**config.mk**
```make
export PLATFORM = sky130hd
export DESIGN_NAME = positional_pid_speed
export DESIGN_NICKNAME = d
export VERILOG_FILES = /design/src/sv/pps_pkg.sv /design/src/sv/pps_error.sv /design/src/sv/pps_mult.sv /design/src/sv/pps_out.sv /design/src/sv/positional_pid_speed.sv
export SDC_FILE = /design/constraint.sdc
export NUM_CORES = 2
export LEC_CHECK = 0
export BUFFER_PORTS_ARGS = -buffer_cell sky130_fd_sc_hd__buf_2
export CORE_ASPECT_RATIO = 1.1
export CORE_UTILIZATION = 25
export DETAILED_ROUTE_END_ITERATION = 6
export RECOVER_POWER = 50
export SKIP_CTS_REPAIR_TIMING = 1
export SYNTH_ARGS = -nofsm -noshare
export SYNTH_HDL_FRONTEND = slang
export SYNTH_HIERARCHICAL = 1
export SYNTH_SLANG_ARGS = --single-unit
export TNS_END_PERCENT = 20
```
**constraint.sdc**
```tcl
create_clock -name clock -period 15.1 [get_ports clock]
set_input_delay 3.02 -clock clock [delete_from_list [all_inputs] [get_ports clock]]
set_output_delay 3.02 -clock clock [all_outputs]
set_load 0.03 [all_outputs]
```
**src/sv/pps_pkg.sv**
```systemverilog
// ----------------------------------------------------------------------------
// pps_pkg: shared types and constants for the positional PID speed loop
// Field widths, register indexes, reset values and stage payload structs.
// ----------------------------------------------------------------------------
package pps_pkg;

   localparam int SPEED_W  = 16;               // measured, target, drive
   localparam int ERR_W    = SPEED_W + 1;      // target - measured
   localparam int DIFF_W   = ERR_W + 1;        // err - last err
   localparam int GAIN_W   = 24;
   localparam int LIMIT_W  = 18;
   localparam int SUM_W    = LIMIT_W + 1;      // clamped error sum
   localparam int RAW_W    = SUM_W + 1;        // sum before clamp
   localparam int FRAC_W   = 20;
   localparam int ACC_W    = 45;               // product and accumulator width
   localparam int Y_W      = ACC_W - FRAC_W;   // after the fraction shift
   localparam int CSR_A_W  = 3;
   localparam int CSR_D_W  = GAIN_W;

   // register indexes
   localparam logic [CSR_A_W-1:0] CSR_GAIN_P    = 3'd0;
   localparam logic [CSR_A_W-1:0] CSR_GAIN_I    = 3'd1;
   localparam logic [CSR_A_W-1:0] CSR_GAIN_D    = 3'd2;
   localparam logic [CSR_A_W-1:0] CSR_OUT_MAX   = 3'd3;
   localparam logic [CSR_A_W-1:0] CSR_OUT_MIN   = 3'd4;
   localparam logic [CSR_A_W-1:0] CSR_INT_LIMIT = 3'd5;

   // reset values
   localparam logic [GAIN_W-1:0]         GAIN_P_RST    = 24'd20972;
   localparam logic [GAIN_W-1:0]         GAIN_I_RST    = 24'd4719;
   localparam logic [GAIN_W-1:0]         GAIN_D_RST    = 24'd0;
   localparam logic signed [SPEED_W-1:0] OUT_MAX_RST   = 16'sd5000;
   localparam logic signed [SPEED_W-1:0] OUT_MIN_RST   = 16'sd0;
   localparam logic [LIMIT_W-1:0]        INT_LIMIT_RST = 18'd220000;

   typedef struct packed {
      logic [GAIN_W-1:0]         gain_p;
      logic [GAIN_W-1:0]         gain_i;
      logic [GAIN_W-1:0]         gain_d;
      logic signed [SPEED_W-1:0] out_max;
      logic signed [SPEED_W-1:0] out_min;
      logic [LIMIT_W-1:0]        integral_limit;
   } cfg_type;

   typedef struct packed {
      logic signed [SPEED_W-1:0] measured;
      logic signed [SPEED_W-1:0] target;
   } sample_type;

   typedef struct packed {
      logic signed [ERR_W-1:0]  err;
      logic signed [SUM_W-1:0]  sum;
      logic signed [DIFF_W-1:0] diff;
   } err_stage_type;

   typedef struct packed {
      logic signed [ACC_W-1:0] prod_p;
      logic signed [ACC_W-1:0] prod_i;
      logic signed [ACC_W-1:0] prod_d;
   } prod_stage_type;

   // per-stage flow control toward a neighbor
   typedef struct packed {
      logic valid;
      logic advance;
   } flow_type;

endpackage

```
**src/sv/pps_error.sv**
```systemverilog
// ----------------------------------------------------------------------------
// pps_error: error, clamped error sum and error difference
// Owns the loop state; updates it as each sample moves into this stage.
// ----------------------------------------------------------------------------
module pps_error (
   input  logic                   clock,
   input  logic                   reset,
   input  pps_pkg::cfg_type       cfg,
   input  logic                   up_valid,
   input  pps_pkg::sample_type    up_data,
   input  logic                   dn_advance,
   output logic                   advance,
   output logic                   valid,
   output pps_pkg::err_stage_type data
);

   logic                                   valid_ff;
   pps_pkg::err_stage_type                 data_ff;
   pps_pkg::err_stage_type                 data_in;
   logic signed [pps_pkg::ERR_W-1:0]       last_err_ff;
   logic signed [pps_pkg::SUM_W-1:0]       err_sum_ff;
   logic signed [pps_pkg::ERR_W-1:0]       err;
   logic signed [pps_pkg::RAW_W-1:0]       raw_sum;
   logic signed [pps_pkg::RAW_W-1:0]       lim_pos;
   logic signed [pps_pkg::RAW_W-1:0]       lim_neg;
   logic signed [pps_pkg::RAW_W-1:0]       clamped;
   logic                                   take;

   assign advance = !valid_ff || dn_advance;
   assign take    = advance && up_valid;

   always_comb begin
      err     = {up_data.target[pps_pkg::SPEED_W-1], up_data.target}
              - {up_data.measured[pps_pkg::SPEED_W-1], up_data.measured};
      raw_sum = {err_sum_ff[pps_pkg::SUM_W-1], err_sum_ff}
              + {{(pps_pkg::RAW_W-pps_pkg::ERR_W){err[pps_pkg::ERR_W-1]}}, err};
      lim_pos = $signed({{(pps_pkg::RAW_W-pps_pkg::LIMIT_W){1'b0}}, cfg.integral_limit});
      lim_neg = -lim_pos;
      clamped = raw_sum;
      if (clamped > lim_pos) begin
         clamped = lim_pos;
      end
      if (clamped < lim_neg) begin
         clamped = lim_neg;
      end
      // zero target clears the sum
      if (up_data.target == '0) begin
         clamped = '0;
      end
      data_in.err  = err;
      data_in.sum  = clamped[pps_pkg::SUM_W-1:0];
      data_in.diff = {err[pps_pkg::ERR_W-1], err}
                   - {last_err_ff[pps_pkg::ERR_W-1], last_err_ff};
   end

   always_ff @(posedge clock) begin
      if (reset) begin
         valid_ff    <= 1'b0;
         last_err_ff <= '0;
         err_sum_ff  <= '0;
      end else begin
         if (advance) begin
            valid_ff <= up_valid;
         end
         if (take) begin
            last_err_ff <= err;
            err_sum_ff  <= clamped[pps_pkg::SUM_W-1:0];
         end
      end
   end

   always_ff @(posedge clock) begin
      if (take) begin
         data_ff <= data_in;
      end
   end

   assign valid = valid_ff;
   assign data  = data_ff;

endmodule

```
**src/sv/pps_mult.sv**
```systemverilog
// ----------------------------------------------------------------------------
// pps_mult: gain products
// Three 25x19-class signed multiplies, each registered.
// ----------------------------------------------------------------------------
module pps_mult (
   input  logic                    clock,
   input  logic                    reset,
   input  pps_pkg::cfg_type        cfg,
   input  logic                    up_valid,
   input  pps_pkg::err_stage_type  up_data,
   input  logic                    dn_advance,
   output logic                    advance,
   output logic                    valid,
   output pps_pkg::prod_stage_type data
);

   logic                                valid_ff;
   pps_pkg::prod_stage_type             data_ff;
   pps_pkg::prod_stage_type             data_in;
   logic signed [pps_pkg::GAIN_W:0]     gp;
   logic signed [pps_pkg::GAIN_W:0]     gi;
   logic signed [pps_pkg::GAIN_W:0]     gd;

   assign advance = !valid_ff || dn_advance;

   always_comb begin
      // gains are unsigned: prepend a zero sign bit
      gp = $signed({1'b0, cfg.gain_p});
      gi = $signed({1'b0, cfg.gain_i});
      gd = $signed({1'b0, cfg.gain_d});
      // sign-extend both operands to the product width
      data_in.prod_p = pps_pkg::ACC_W'(gp) * pps_pkg::ACC_W'(up_data.err);
      data_in.prod_i = pps_pkg::ACC_W'(gi) * pps_pkg::ACC_W'(up_data.sum);
      data_in.prod_d = pps_pkg::ACC_W'(gd) * pps_pkg::ACC_W'(up_data.diff);
   end

   always_ff @(posedge clock) begin
      if (reset) begin
         valid_ff <= 1'b0;
      end else if (advance) begin
         valid_ff <= up_valid;
      end
   end

   always_ff @(posedge clock) begin
      if (advance && up_valid) begin
         data_ff <= data_in;
      end
   end

   assign valid = valid_ff;
   assign data  = data_ff;

endmodule

```
**src/sv/pps_out.sv**
```systemverilog
// ----------------------------------------------------------------------------
// pps_out: product sum, fraction shift and output clamp
// Holds the result register that drives the output channel.
// ----------------------------------------------------------------------------
module pps_out (
   input  logic                             clock,
   input  logic                             reset,
   input  pps_pkg::cfg_type                 cfg,
   input  logic                             up_valid,
   input  pps_pkg::prod_stage_type          up_data,
   input  logic                             dn_ready,
   output logic                             advance,
   output logic                             valid,
   output logic signed [pps_pkg::SPEED_W-1:0] drive
);

   logic                                   valid_ff;
   logic signed [pps_pkg::SPEED_W-1:0]     drive_ff;
   logic signed [pps_pkg::SPEED_W-1:0]     drive_in;
   logic signed [pps_pkg::ACC_W-1:0]       acc;
   logic signed [pps_pkg::Y_W-1:0]         y;
   logic signed [pps_pkg::Y_W-1:0]         hi;
   logic signed [pps_pkg::Y_W-1:0]         lo;

   assign advance = !valid_ff || dn_ready;

   always_comb begin
      acc = up_data.prod_p + up_data.prod_i + up_data.prod_d;
      // drop fraction bits: floor toward minus infinity
      y   = acc[pps_pkg::ACC_W-1:pps_pkg::FRAC_W];
      hi  = {{(pps_pkg::Y_W-pps_pkg::SPEED_W){cfg.out_max[pps_pkg::SPEED_W-1]}}, cfg.out_max};
      lo  = {{(pps_pkg::Y_W-pps_pkg::SPEED_W){cfg.out_min[pps_pkg::SPEED_W-1]}}, cfg.out_min};
      // upper bound first, lower bound wins when bounds cross
      if (y > hi) begin
         y = hi;
      end
      if (y < lo) begin
         y = lo;
      end
      drive_in = y[pps_pkg::SPEED_W-1:0];
   end

   always_ff @(posedge clock) begin
      if (reset) begin
         valid_ff <= 1'b0;
      end else if (advance) begin
         valid_ff <= up_valid;
      end
   end

   always_ff @(posedge clock) begin
      if (advance && up_valid) begin
         drive_ff <= drive_in;
      end
   end

   assign valid = valid_ff;
   assign drive = drive_ff;

endmodule

```
**src/sv/positional_pid_speed.sv**
```systemverilog
// ----------------------------------------------------------------------------
// positional_pid_speed: positional PID speed controller with integral clamp
// Streams measured/target samples in and clamped drive values out.
// ----------------------------------------------------------------------------
// Each transfer on the req_ channel carries one speed sample; exactly one
// drive value leaves on the rsp_ channel for it, in order. The block is a
// four-register pipeline (input, error/sum, products, result) and takes a
// new sample every cycle while the output side is not stalled; a sample's
// drive value moves through the error/sum, products and result registers
// before it is offered on rsp_. Each stage holds its item only while the
// stage after it is full and stalled, so the input keeps accepting while a
// finished result waits, until all stages fill. The error sum and previous
// error are updated as a sample enters the error stage, which is a single
// add and clamp, so consecutive samples never wait on each other. Gains,
// output bounds and the integral limit are written through csr_; write them
// only while no sample is in flight. Register indexes 6 and 7 are ignored.
// ----------------------------------------------------------------------------
module positional_pid_speed (
   input  logic                          clock,
   input  logic                          reset,
   // input channel
   input  logic                          req_tvalid,
   output logic                          req_tready,
   input  logic [2*pps_pkg::SPEED_W-1:0] req_tdata,  // [15:0] measured, [31:16] target
   // result channel
   output logic                          rsp_tvalid,
   input  logic                          rsp_tready,
   output logic [pps_pkg::SPEED_W-1:0]   rsp_tdata,  // [15:0] drive
   // configuration writes
   input  logic                          csr_we,
   input  logic [pps_pkg::CSR_A_W-1:0]   csr_addr,
   input  logic [pps_pkg::CSR_D_W-1:0]   csr_wdata
);

   pps_pkg::cfg_type                     cfg_ff;
   logic                                 in_valid_ff;
   pps_pkg::sample_type                  in_data_ff;
   pps_pkg::err_stage_type               err_data;
   pps_pkg::prod_stage_type              prod_data;
   pps_pkg::flow_type                    err_flow;
   pps_pkg::flow_type                    mult_flow;
   pps_pkg::flow_type                    out_flow;
   logic                                 in_advance;
   logic signed [pps_pkg::SPEED_W-1:0]   drive;

   // ---- configuration registers
   always_ff @(posedge clock) begin
      if (reset) begin
         cfg_ff.gain_p         <= pps_pkg::GAIN_P_RST;
         cfg_ff.gain_i         <= pps_pkg::GAIN_I_RST;
         cfg_ff.gain_d         <= pps_pkg::GAIN_D_RST;
         cfg_ff.out_max        <= pps_pkg::OUT_MAX_RST;
         cfg_ff.out_min        <= pps_pkg::OUT_MIN_RST;
         cfg_ff.integral_limit <= pps_pkg::INT_LIMIT_RST;
      end else if (csr_we) begin
         unique case (csr_addr)
            pps_pkg::CSR_GAIN_P: begin
               cfg_ff.gain_p <= csr_wdata;
            end
            pps_pkg::CSR_GAIN_I: begin
               cfg_ff.gain_i <= csr_wdata;
            end
            pps_pkg::CSR_GAIN_D: begin
               cfg_ff.gain_d <= csr_wdata;
            end
            pps_pkg::CSR_OUT_MAX: begin
               cfg_ff.out_max <= $signed(csr_wdata[pps_pkg::SPEED_W-1:0]);
            end
            pps_pkg::CSR_OUT_MIN: begin
               cfg_ff.out_min <= $signed(csr_wdata[pps_pkg::SPEED_W-1:0]);
            end
            pps_pkg::CSR_INT_LIMIT: begin
               cfg_ff.integral_limit <= csr_wdata[pps_pkg::LIMIT_W-1:0];
            end
            default: begin
               // unmapped index: drop the write
            end
         endcase
      end
   end

   // ---- input register: free when empty or when the error stage takes it
   assign in_advance = !in_valid_ff || err_flow.advance;
   assign req_tready = in_advance;

   always_ff @(posedge clock) begin
      if (reset) begin
         in_valid_ff <= 1'b0;
      end else if (in_advance) begin
         in_valid_ff <= req_tvalid;
      end
   end

   always_ff @(posedge clock) begin
      if (in_advance && req_tvalid) begin
         in_data_ff.measured <= $signed(req_tdata[pps_pkg::SPEED_W-1:0]);
         in_data_ff.target   <= $signed(req_tdata[2*pps_pkg::SPEED_W-1:pps_pkg::SPEED_W]);
      end
   end

   // ---- error, sum and difference; owns the loop state
   pps_error u_error (
      .clock      (clock),
      .reset      (reset),
      .cfg        (cfg_ff),
      .up_valid   (in_valid_ff),
      .up_data    (in_data_ff),
      .dn_advance (mult_flow.advance),
      .advance    (err_flow.advance),
      .valid      (err_flow.valid),
      .data       (err_data)
   );

   // ---- gain products
   pps_mult u_mult (
      .clock      (clock),
      .reset      (reset),
      .cfg        (cfg_ff),
      .up_valid   (err_flow.valid),
      .up_data    (err_data),
      .dn_advance (out_flow.advance),
      .advance    (mult_flow.advance),
      .valid      (mult_flow.valid),
      .data       (prod_data)
   );

   // ---- sum, shift, clamp and result register
   pps_out u_out (
      .clock    (clock),
      .reset    (reset),
      .cfg      (cfg_ff),
      .up_valid (mult_flow.valid),
      .up_data  (prod_data),
      .dn_ready (rsp_tready),
      .advance  (out_flow.advance),
      .valid    (out_flow.valid),
      .drive    (drive)
   );

   assign rsp_tvalid = out_flow.valid;
   assign rsp_tdata  = drive;

endmodule

```
==> key figures <==
Run status
  – Status: finished with violations
  – Failing checks: max-capacitance violations, max-slew violations

Global route
  – Met3 Usage GRT: 0.01090
  – GR Overflow Total: 0
  – Met2 GRT Util: 0.2549
  – First-pass GRT wire length: 294400 um
  – GRT met1 Usage: 0.1742
  – Initial antenna violation count: 11
  – GR Util All Layers: 0.1409
  – GR peak layer: met2
  – Largest net degree at the start of global routing: 100
  – Vias in the first global route: between 50000 and 60000

Clock tree
  – Total number of H-tree levels: 2
  – CTS Root Cell: clkbuf_16
  – CTS clk-pin slew, worst paths: around 0.060 ns
  – Clk sinks: 393
  – CTS tree: done
  – CTS Buf Count: 46
  – Worst skew pair latency: slightly above 0.6 ns
  – CTS Buffer Depth: 3

Logic synthesis
  – Asr flop ratio synth: 0
  – Cell Area, Synth: 65480 sq um
  – Number of synthesized register bits: slightly below 400
  – Mapped Cells: about 7100
  – Yosys top cell area share: 0.3363
  – Top FF cell, synth: edfxtp_1
  – Net Count, Synth: 8876
  – Synth area leader: fa_1
  – Distinct cells, synth: 100
  – Post-synth EDFFs: 231
  – Ys Warns: 6
  – Synthesized area per cell: between 9 and 10 sq um
  – Seq/Total Area, Yosys: 0.1555
  – Cells taking the most area after synthesis: fa_1 34%, ha_1 12%, edfxtp_1 11%, inv_1 8.2%, nand2_1 5.3%

Critical path
  – Critical path's slowest cell: or3_1
  – Cell family with the largest share of critical-path delay: compound AO/OA/AOI/OAI gates
  – Top cell by count, worst path: o21ai_0
  – Worst EP required: 15.49 ns
  – Worst Setup End Kind: flip-flop
  – Critical path launch point type: flip-flop
  – Worst-path maximum fanout: 35
  – Crit-path max cell delay: 0.74 ns
  – WP buf/inv: 0
  – Kind of critical path: flip-flop to flip-flop
  – Worst Path Arrival: ~11 ns

Floorplanning
  – Die area: between 200000 and 300000 sq um
  – # IOs: slightly above 80
  – Core ar.: roughly 260000 sq um
  – Die X: a little under 500 um
  – # rows: 196
  – Initial Utilization: 0.2521
  – Die height: around 540 um

Timing
  – Tmin final: ~10 ns
  – Crit share post-route: 0.6928
  – Setup violators final: 0
  – Final Hold Vio Count: 0
  – Slew Limit Fails: about 400
  – RSZ-0062 raised after global routing: no
  – FMAX: about 96 MHz
  – Hold slack: 0.4554 ns
  – Setup_tns: 0 ns
  – Clock Skew: about 0.033 ns
  – Worst Tran Pin Value: slightly below 5 ns
  – Normalized max-slew margin: -2.203

Drt
  – Drt pass-1 iters: 6
  – Via count: roughly 48000
  – Antenna-violating nets left: 0
  – Vias per Instance: between 4 and 5
  – Number of remaining DRC errors: 0
  – DR WL/cell: 17.73 um
  – Final Routed Wirelength: between 150000 and 200000 um
  – Initial DRC Count: 2916

Place
  – Buffers on Ports: 81
  – DP Cell Count: ~10000
  – Routability cong.: between 0.8 and 0.9
  – DPL Wire Length: roughly 150000 um

Run
  – Max-cap violation count: 9

Final layout
  – Final net count: roughly 9000
  – Share of layout cells above drive strength 1: 0.04365
  – Area growth, synth to finish: 8.964%
  – Final Non-Filler Cells: between 10000 and 15000

Min path
  – HP Class: flip-flop to flip-flop
==> logic make-up after synthesis <==
kind of cell    count (synthesis)  share of synthesized area
compound gates                727                    0.07380
buf+inv                      1737                     0.1010
xor+xnor                      184                    0.02461
fa+ha+maj                    1741                     0.4588
mux                           172                    0.02698
flops                         393                     0.1555
simple gates                 2117                     0.1593
==> path summary, 6_finish.rpt <==
check | slack [ns] | to | cells after the start | start
hold reg to reg | 0.46 | u_error/last_err_ff[7]$_SDFFE_PP0P_ | 2 | u_error/last_err_ff[7]$_SDFFE_PP0P_
hold / removal | 0.46 | u_error/last_err_ff[7]$_SDFFE_PP0P_ | 2 | u_error/last_err_ff[7]$_SDFFE_PP0P_
setup reg to reg | 4.64 | u_error/err_sum_ff[11]$_SDFFE_PP0P_ | 37 | in_data_ff[1]$_DFFE_PP_
setup / recovery | 4.64 | u_error/err_sum_ff[11]$_SDFFE_PP0P_ | 37 | in_data_ff[1]$_DFFE_PP_
==> stage by stage <==
step,setup slack (ns),area [sq um],util
2_1_floorplan,6.738,65480,-
4_1_cts,4.750,71410,0.2750
6_report,4.639,71350,0.2747
5_1_grt,3.585,71340,0.2747
3_5_place_dp,4.829,69790,0.2687
3_3_place_gp,4.822,69790,0.2687
==> layout make-up <==
class / instances / area [sq um]
diodes: 2 / 5.005
clock buffers: 54 / 1191
clock inverters: 32 / 427.9
fillers: 27440 / 188400
inverters: 1426 / 5353
multi-input cells: 4941 / 48710
flip-flops and latches: 393 / 10180
well taps: 3465 / 4335
repair buffers: 187 / 1144
==> flip-flops by register name, summed over array words and instances (netlist names) <==
register	cells
u_error/valid	1
in_valid_ff	1
u_out/valid	1
u_error/data	54
in_data_ff	32
u_error/err_sum_ff	19
u_mult/valid	1
u_error/last_err_ff	17
u_mult/data	129
cfg_ff	122
u_out/drive	16
==> worst register-to-register path, delay by kind of cell (launching register included) <==
kind	cells	cell delay [ns]
AND/OR/NAND/NOR	10	2.47
AO/OA/AOI/OAI	20	5.11
XOR/XNOR	2	0.52
flip-flops	1	0.46
adder cells (fa/ha/maj)	4	1.32
multiplexers	1	0.35
==> metal layers <==
metal,vias to the layer above,part of all wire
li1,21830,-
met1,24550,0.42
met2,1194,0.51
met3,306,0.037
met4,2,0.038
met5,-,0.000070
==> synth_stat cells, types with 15 or more instances <==
library cell	instances
dfxtp_1	162
nor2_1	223
a21o_1	123
o21bai_1	25
nor3_1	32
nand3_1	54
mux2i_1	142
inv_1	1426
o211ai_1	20
xnor2_1	126
fa_1	1100
nor2b_1	51
ha_1	641
o21ai_1	16
mux2_2	28
a211oi_1	27
o21a_1	24
nand2b_1	172
o21ai_0	111
a2bb2oi_1	15
edfxtp_1	231
a31oi_1	21
nand2_1	932
clkbuf_1	270
and2_1	484
nand4_1	47
xor2_1	58
buf_2	21
a21oi_1	218
and3_1	23
==> placed cells by master, fill, tap and decap left out, types with 46 or more instances in the layout <==
cell type,n
fa_1,1100
dfxtp_1,162
edfxtp_1,231
a21o_1,123
nor2_1,223
nand2_1,932
nand4_1,47
buf_4,98
ha_1,641
xor2_1,58
o21ai_0,111
mux2i_1,142
nor2b_1,51
inv_1,1426
xnor2_1,126
a21oi_1,218
clkbuf_16,46
nand2b_1,172
and2_1,474
nand3_1,54
buf_2,59
Power is not shown: default switching activity piles up to over one toggle a cycle in this logic, so the estimate is an artifact.
